`src/hdl/button_click_classifier_core_macros.svh`:
```
// ----------------------------------------------------------------------------
// Button click classifier - assertion macros
// Clocked assertion helpers shared by the RTL; empty when synthesising.
// ----------------------------------------------------------------------------
`ifndef BUTTON_CLICK_CLASSIFIER_CORE_MACROS_SVH
`define BUTTON_CLICK_CLASSIFIER_CORE_MACROS_SVH

`ifndef SYNTHESIS

// Check a property on every rising edge, ignored while reset is applied
`define BCC_ASSERT(label, clk, rst_n, prop) \
    label: assert property (@(posedge clk) disable iff (!(rst_n)) (prop)) \
        else $error("button classifier check failed");

// Check a property on every rising edge, reset included
`define BCC_ASSERT_ALWAYS(label, clk, prop) \
    label: assert property (@(posedge clk) (prop)) \
        else $error("button classifier check failed");

`else

`define BCC_ASSERT(label, clk, rst_n, prop)
`define BCC_ASSERT_ALWAYS(label, clk, prop)

`endif

`endif

```
`src/hdl/bcc_pkg.sv`:
```
// ----------------------------------------------------------------------------
// Button click classifier - package
// Widths, register indexes, reset values, phase and event codes.
// ----------------------------------------------------------------------------
`timescale 1ns / 1ps
`default_nettype none

package bcc_pkg;

    // Field widths
    localparam int TIME_W    = 16;
    localparam int ELAPSED_W = 12;
    localparam int CFG_IDX_W = 2;
    localparam int EVENT_W   = 2;

    // Configuration register indexes
    localparam logic [CFG_IDX_W-1:0] CFG_DEBOUNCE     = 2'd0;
    localparam logic [CFG_IDX_W-1:0] CFG_LONG_PRESS   = 2'd1;
    localparam logic [CFG_IDX_W-1:0] CFG_DOUBLE_WIN   = 2'd2;

    // Configuration reset values
    localparam logic [TIME_W-1:0] DEBOUNCE_RST   = 16'd10;
    localparam logic [TIME_W-1:0] LONG_PRESS_RST = 16'd1000;
    localparam logic [TIME_W-1:0] DOUBLE_WIN_RST = 16'd500;

    // Press/release phases, one-hot
    typedef enum logic [7:0] {
        PH_IDLE       = 8'b0000_0001,
        PH_DEB_PRESS  = 8'b0000_0010,
        PH_PRESSED    = 8'b0000_0100,
        PH_DEB_REL    = 8'b0000_1000,
        PH_WAIT2      = 8'b0001_0000,
        PH_DEB_PRESS2 = 8'b0010_0000,
        PH_PRESSED2   = 8'b0100_0000,
        PH_DEB_REL2   = 8'b1000_0000
    } phase_t;

    // Click events
    typedef enum logic [EVENT_W-1:0] {
        EV_NONE   = 2'd0,
        EV_SHORT  = 2'd1,
        EV_DOUBLE = 2'd2,
        EV_LONG   = 2'd3
    } click_event_t;

endpackage

`default_nettype wire

```
`src/hdl/button_click_classifier_core.sv`:
```
// ----------------------------------------------------------------------------
// Button click classifier - core
// Debounces button samples and reports short, double and long presses.
// ----------------------------------------------------------------------------
`timescale 1ns / 1ps
`default_nettype none

// Each input item is one button sample (level plus milliseconds since the
// previous sample) and gives exactly one result item: none, short, double
// or long. The phase update is a saturating add and a few compares done in
// the accepting cycle, so one item is taken every clock cycle unless a result
// is stalled, and its result appears in the output register on the next cycle.
// The output register passes ready through, so a new item is accepted while the
// previous result is being taken; input ready drops only while an unread result
// is stalled. Configuration writes land on the clock edge with the write enable
// high and take effect from the next item; indexes beyond the last register are
// ignored.
module button_click_classifier_core (
    input  wire logic                             aclk,
    input  wire logic                             aresetn,
    // Configuration write port
    input  wire logic                             cfg_wr_en,
    input  wire logic [bcc_pkg::CFG_IDX_W-1:0]    cfg_index,
    input  wire logic [bcc_pkg::TIME_W-1:0]       cfg_wdata,
    // Sample input
    input  wire logic                             s_valid,
    output logic                                  s_ready,
    input  wire logic                             s_btn_down,
    input  wire logic [bcc_pkg::ELAPSED_W-1:0]    s_elapsed_ms,
    // Event output
    output logic                                  m_valid,
    input  wire logic                             m_ready,
    output logic [bcc_pkg::EVENT_W-1:0]           m_click_event
);

    import bcc_pkg::*;

`include "button_click_classifier_core_macros.svh"

    // Configuration registers
    logic [TIME_W-1:0] debounce_ms_reg;
    logic [TIME_W-1:0] long_press_ms_reg;
    logic [TIME_W-1:0] double_window_ms_reg;

    // Classifier state
    phase_t            phase_reg, phase_next;
    logic [TIME_W-1:0] since_mark_reg, since_mark_next;
    logic [TIME_W-1:0] first_press_reg, first_press_next;
    logic [TIME_W-1:0] second_press_reg, second_press_next;

    // Result register
    logic              m_valid_reg;
    click_event_t      m_event_reg;
    click_event_t      event_next;

    logic              in_acc;
    logic [TIME_W:0]   time_sum;
    logic [TIME_W-1:0] time_sat;

    // Accept while the result register is empty or being drained
    assign s_ready       = !m_valid_reg || m_ready;
    assign in_acc        = s_valid && s_ready;
    assign m_valid       = m_valid_reg;
    assign m_click_event = m_event_reg;

    // Write configuration registers
    always_ff @(posedge aclk) begin
        if (!aresetn) begin
            debounce_ms_reg      <= DEBOUNCE_RST;
            long_press_ms_reg    <= LONG_PRESS_RST;
            double_window_ms_reg <= DOUBLE_WIN_RST;
        end else if (cfg_wr_en) begin
            unique case (cfg_index)
                CFG_DEBOUNCE:   debounce_ms_reg      <= cfg_wdata;
                CFG_LONG_PRESS: long_press_ms_reg    <= cfg_wdata;
                CFG_DOUBLE_WIN: double_window_ms_reg <= cfg_wdata;
                default: ;
            endcase
        end
    end

    // Advance the time since the last mark, saturating at full scale
    assign time_sum = {1'b0, since_mark_reg}
                    + {{(TIME_W + 1 - ELAPSED_W){1'b0}}, s_elapsed_ms};
    assign time_sat = time_sum[TIME_W] ? {TIME_W{1'b1}} : time_sum[TIME_W-1:0];

    // Phase update for one sample
    always_comb begin
        phase_next        = phase_reg;
        since_mark_next   = time_sat;
        first_press_next  = first_press_reg;
        second_press_next = second_press_reg;
        event_next        = EV_NONE;
        unique case (phase_reg)
            PH_IDLE: begin
                if (s_btn_down) begin
                    phase_next      = PH_DEB_PRESS;
                    since_mark_next = '0;
                end
            end
            PH_DEB_PRESS: begin
                if (!s_btn_down) begin
                    phase_next = PH_IDLE;
                end else if (time_sat >= debounce_ms_reg) begin
                    phase_next      = PH_PRESSED;
                    since_mark_next = '0;
                end
            end
            PH_PRESSED: begin
                if (!s_btn_down) begin
                    first_press_next = time_sat;
                    phase_next       = PH_DEB_REL;
                    since_mark_next  = '0;
                end
            end
            PH_DEB_REL: begin
                // A press here is a release bounce: keep the running mark
                if (s_btn_down) begin
                    phase_next = PH_PRESSED;
                end else if (time_sat >= debounce_ms_reg) begin
                    if (first_press_reg >= long_press_ms_reg) begin
                        phase_next = PH_IDLE;
                        event_next = EV_LONG;
                    end else begin
                        phase_next      = PH_WAIT2;
                        since_mark_next = '0;
                    end
                end
            end
            PH_WAIT2: begin
                if (s_btn_down) begin
                    phase_next      = PH_DEB_PRESS2;
                    since_mark_next = '0;
                end else if (time_sat >= double_window_ms_reg) begin
                    phase_next = PH_IDLE;
                    event_next = EV_SHORT;
                end
            end
            PH_DEB_PRESS2: begin
                // A release here is a press bounce: back to the window
                if (!s_btn_down) begin
                    phase_next = PH_WAIT2;
                end else if (time_sat >= debounce_ms_reg) begin
                    phase_next      = PH_PRESSED2;
                    since_mark_next = '0;
                end
            end
            PH_PRESSED2: begin
                if (!s_btn_down) begin
                    second_press_next = time_sat;
                    phase_next        = PH_DEB_REL2;
                    since_mark_next   = '0;
                end
            end
            PH_DEB_REL2: begin
                if (s_btn_down) begin
                    phase_next = PH_PRESSED2;
                end else if (time_sat >= debounce_ms_reg) begin
                    phase_next = PH_IDLE;
                    event_next = (second_press_reg >= long_press_ms_reg) ? EV_LONG
                                                                         : EV_DOUBLE;
                end
            end
            default: begin
                phase_next = PH_IDLE;
            end
        endcase
    end

    // Commit the state on each accepted item
    always_ff @(posedge aclk) begin
        if (!aresetn) begin
            phase_reg        <= PH_IDLE;
            since_mark_reg   <= '0;
            first_press_reg  <= '0;
            second_press_reg <= '0;
        end else if (in_acc) begin
            phase_reg        <= phase_next;
            since_mark_reg   <= since_mark_next;
            first_press_reg  <= first_press_next;
            second_press_reg <= second_press_next;
        end
    end

    // Hold the result until taken
    always_ff @(posedge aclk) begin
        if (!aresetn) begin
            m_valid_reg <= 1'b0;
        end else if (in_acc) begin
            m_valid_reg <= 1'b1;
        end else if (m_ready) begin
            m_valid_reg <= 1'b0;
        end
    end

    always_ff @(posedge aclk) begin
        if (in_acc) begin
            m_event_reg <= event_next;
        end
    end

    // Any reported click ends the sequence
    `BCC_ASSERT(a_event_ends_in_idle, aclk, aresetn,
        (in_acc && event_next != EV_NONE) |=> (phase_reg == PH_IDLE))
    // A double can only come out of the second release debounce
    `BCC_ASSERT(a_double_from_rel2, aclk, aresetn,
        (in_acc && event_next == EV_DOUBLE) |-> (phase_reg == PH_DEB_REL2))
    // Time only moves when an item is taken
    `BCC_ASSERT(a_time_holds_idle, aclk, aresetn,
        !in_acc |=> $stable(since_mark_reg))
    // Input back-pressure only comes from a stalled result
    `BCC_ASSERT_ALWAYS(a_ready_only_stalled, aclk,
        !s_ready |-> (m_valid_reg && !m_ready))

endmodule

`default_nettype wire

```
`config.mk`:
```
export PLATFORM = sky130hd
export DESIGN_NAME = button_click_classifier_core
export DESIGN_NICKNAME = d
export VERILOG_FILES = /design/src/hdl/bcc_pkg.sv /design/src/hdl/button_click_classifier_core.sv
export VERILOG_INCLUDE_DIRS = /design/src /design/src/hdl
export SDC_FILE = /design/constraint.sdc
export NUM_CORES = 1
export LEC_CHECK = 0
export BUFFER_PORTS_ARGS = -buffer_cell sky130_fd_sc_hd__buf_2
export CAP_MARGIN = 20
export CORE_MARGIN = 1
export CORE_UTILIZATION = 25
export DETAILED_ROUTE_END_ITERATION = 12
export GPL_TIMING_DRIVEN = 0
export PLACE_DENSITY = 0.37
export SKIP_LAST_GASP = 1
export SLEW_MARGIN = 5
export SYNTH_ARGS = -nofsm -noshare
export SYNTH_HDL_FRONTEND = slang
export SYNTH_SLANG_ARGS = --single-unit
```
`constraint.sdc`:
```
create_clock -name aclk -period 4.95 [get_ports aclk]
set_input_delay 0.495 -clock aclk [delete_from_list [all_inputs] [get_ports aclk]]
set_output_delay 0.495 -clock aclk [all_outputs]
set_load 0.005 [all_outputs]
```
==> run summary <==
Maximum vdd drop - 0.154 mV
Overall die height - 161 um
Mean instance size in the synthesized netlist - 8.24 um2
CTS sink count - 107
Hold buffer count at cts - 0
Global-route wire length before repair - 29100 um
Largest stage delay, worst path - 0.43 ns
Placed wire-length estimate after detailed placement - 14400 um
Deepest level of the CTS H-tree - 3
Number of slew-limit violations in the final report - 0
Antenna cell count - 0
Pin count of the biggest net entering global routing - 17
DRC violation count after routing - 0
Number of maximum-capacitance violations - 0
Starting density of the core - 0.257
Number of distinct standard cells referenced by the synthesized netlist - 65
Total length of routed met3 wires - 409 um
Clock tree from TritonCTS - done
Mean routed wirelength per cell - 15.8 um
Cts bufs inserted - 9
Standard-cell row count - 57
Fraction of final layout cells with drive strength greater than 1 - 0.113
Wire length on met1 - 9890 um
Final critical delay including setup and external delays - 4.64 ns
Rel. slew slack - 0.385
Power per unit of standard cell area - 289 nW/um2
IO Pins - 40
Die Width - 161 um
Clk_lat worst skew - 0.36 ns
Number of nets produced by synthesis - 882
Final nets - 935
Path class of the lowest-slack min-delay path - input port to register
Most common flop cell mapped by yosys - sky130_fd_sc_hd__dfxtp_1
Area added between synthesis and finish - 14.9%
Count of buffers from port buffering - 39
Register Area - 2160 um2
Summed instance area of the synthesized netlist - 6330 um2
Initial antenna violation count - 0
Worst setup skew after layout - 0.0113 ns
CP startpoint kind - register
Slew @ Worst Pin - 0.914 ns
Max stage delay cell, worst path - sky130_fd_sc_hd__fa_1
Count of flip-flops with a built-in enable after synthesis - 2
Status - finished, final reports clean
Clock Path Buffers - 2
Highest layer used for signal routing - met4
Number of global-route vias before repair - 5083
Data required time at the worst endpoint - 5.23 ns
Post-Route Utilization - 0.296
Endpoints failing hold - 0
Setup_tns - 0 ns
Achievable frequency - 216 MHz
Leakage - 2.96 nW
Number of register bits inferred by synthesis - 107
GPL Wtd Cong - 0.760
Via count of the routed design - 5274
Die Outline Area - 26000 um2
Capturing element type of the critical path - register
Global routing usage summed across all routing layers - 0.146
Asr flop ratio synth - 0
Cell mode on critical path - sky130_fd_sc_hd__ha_1
Post-DRT Antenna Nets - 0
Routed length on met2 - 7690 um
Synthesized netlist cell count - 769
Period Utilization, post-route - 0.937
Iter 0 DRT Violations - 333
Setup violators final - 0
Std-Cell Core Area - 24600 um2
Filler cells - 2725
Setup repair after global routing missed its margin - false
Data arrival, critical path - 4.92 ns
Via density per instance - 4.59
Aggregate global routing overflow - 0
Cell at the root of the clock tree - sky130_fd_sc_hd__clkbuf_16
Crit-path cells - ha_1 > fa_1 > a211oi_1 > nor2_1 > o41ai_2 > o21ai_2 > nor2b_1 > buf_2 > nor2_2 > inv_1 > ha_1 > nand2_1 > o21ai_0 > a21oi_1 > o211a_1 > a311o_1 > a21oi_4 > buf_4 > mux2i_1
Sequential-to-total area share from yosys stat - 0.341
Worst setup path category - register to register
Maximum fanout count along the critical path - 7
Routed WL - 18200 um
Clock transition at the register clock pins on the worst setup and hold paths after CTS - 0.07 ns
Area of combinational cells with multiple inputs - 3830 um2
Yosys warns - 0
First-pass detailed-route iteration total - 4
## cells in the mapped netlist, types with 3 or more instances
library cell	instances	area [um2]
sky130_fd_sc_hd__o211ai_1	16	120
sky130_fd_sc_hd__nor4_1	4	25.0
sky130_fd_sc_hd__o211a_1	4	40.0
sky130_fd_sc_hd__a21o_1	9	67.6
sky130_fd_sc_hd__xnor2_1	9	78.8
sky130_fd_sc_hd__nand4_1	6	37.5
sky130_fd_sc_hd__a31oi_1	5	31.3
sky130_fd_sc_hd__ha_1	76	951
sky130_fd_sc_hd__o22ai_1	3	18.8
sky130_fd_sc_hd__nand2b_1	5	31.3
sky130_fd_sc_hd__nor2b_1	9	56.3
sky130_fd_sc_hd__nand3_1	8	40.0
sky130_fd_sc_hd__mux2i_1	9	90.1
sky130_fd_sc_hd__nor2_1	57	214
sky130_fd_sc_hd__clkbuf_1	20	75.1
sky130_fd_sc_hd__inv_1	62	233
sky130_fd_sc_hd__dfxtp_1	105	2100
sky130_fd_sc_hd__and3_1	3	18.8
sky130_fd_sc_hd__or2_2	4	25.0
sky130_fd_sc_hd__a211oi_1	19	143
sky130_fd_sc_hd__o21a_1	8	60.1
sky130_fd_sc_hd__a311oi_1	5	43.8
sky130_fd_sc_hd__nor3b_1	5	37.5
sky130_fd_sc_hd__a22o_1	6	52.6
sky130_fd_sc_hd__a21oi_1	33	165
sky130_fd_sc_hd__buf_2	10	50.1
sky130_fd_sc_hd__or3_1	3	18.8
sky130_fd_sc_hd__nor3_1	12	60.1
sky130_fd_sc_hd__a21boi_0	36	270
sky130_fd_sc_hd__o21ai_0	34	170
sky130_fd_sc_hd__xor2_1	5	43.8
sky130_fd_sc_hd__nand2_1	135	507
## per-layer routing
metal | GRT usage | vias up
met2 | 0.224 | 58
met4 | 0.0322 | 0
met3 | 0.0208 | 12
met1 | 0.215 | 2397
li1 | - | 2807
met5 | 0 | -
## area by class of cell
cell class / count / share of cell area
tap: 324 / 0.0557
multi-input combinational: 567 / 0.526
inverter: 62 / 0.0320
clock buffer: 11 / 0.0349
buffer: 34 / 0.0223
sequential: 107 / 0.297
clock inverter: 3 / 0.00327
timing repair buffer: 41 / 0.0285
## final timing paths
| kind | from | to | slack (ns) | cells past startpoint |
|---|---|---|---|---|
| setup / recovery | since_mark_reg[0]$_SDFFE_PN0P_ | phase_reg[2]$_SDFFE_PN0P_ | 0.31 | 19 |
| hold reg to reg | since_mark_reg[10]$_SDFFE_PN0P_ | since_mark_reg[10]$_SDFFE_PN0P_ | 0.46 | 2 |
| hold / removal | s_valid | m_valid$_SDFFE_PN0P_ | 0.40 | 3 |
| setup reg to reg | since_mark_reg[0]$_SDFFE_PN0P_ | phase_reg[2]$_SDFFE_PN0P_ | 0.31 | 19 |
## cell families (layout without fill, tap and decap cells)
kind of cell	after synthesis	in the layout	synth area share
AND/OR/NAND/NOR	263	263	0.186
XOR/XNOR	14	14	0.0194
AO/OA/AOI/OAI	203	204	0.223
buffers and inverters	96	151	0.0624
multiplexers	9	9	0.0142
flip-flops	107	107	0.341
adder cells (fa/ha/maj)	77	77	0.153
## cell usage in the layout, fill, tap and decap left out, drive strengths merged, types with 4 or more instances in the layout
cell	n
a21boi	36
nand2b	5
xor2	5
a21o	9
dfxtp	105
nand2	135
nand3	8
o21a	8
o211a	4
ha	76
nand4	6
nor2	58
nor3	12
a31oi	5
a21oi	36
inv	62
nor2b	9
o21ai	37
a311oi	5
or2	4
nor3b	5
a22o	6
o211ai	16
xnor2	9
mux2i	9
buf	55
nor4	5
clkbuf	31
a211oi	20
## critical path, delay by kind of cell (launching register included)
family | cells | cell delay (ns)
adder cells (fa/ha/maj) | 3 | 0.94
flip-flops | 1 | 0.32
buffers and inverters | 3 | 0.49
AND/OR/NAND/NOR | 4 | 0.60
multiplexers | 1 | 0.17
AO/OA/AOI/OAI | 8 | 2.06
## power by group
part	internal, W	total [W]	leakage [nW]	switching [W]
clock	0.000369	0.000713	0.129	0.000345
sequential	0.000892	0.000908	0.873	0.0000160
combinational	0.000178	0.000486	1.96	0.000307
total	0.00144	0.00211	2.96	0.000668
## through the flow
stage	setup slack, ns	hold slack, ns	std cells	instance area (um2)	power [W]
3_5_place_dp	-0.460	0.451	1133	6940	0.00140
3_3_place_gp	-0.598	0.448	1132	6930	0.00141
4_1_cts	0.166	0.383	1147	7240	0.00214
2_1_floorplan	0.759	0.429	769	6330	0.00124
5_1_grt	0.0159	0.384	1149	7280	0.00225
6_report	0.311	0.403	1149	7280	0.00211
## timing repair
| item | 4_1_cts | 5_1_grt |
|---|---|---|
| setup buffers | 0 | 1 |
| endpoints found under the setup margin | 8 | 7 |
| gates cloned | 0 | 1 |
| resized for setup | 6 | 7 |
(Power assumes the default switching activity.)
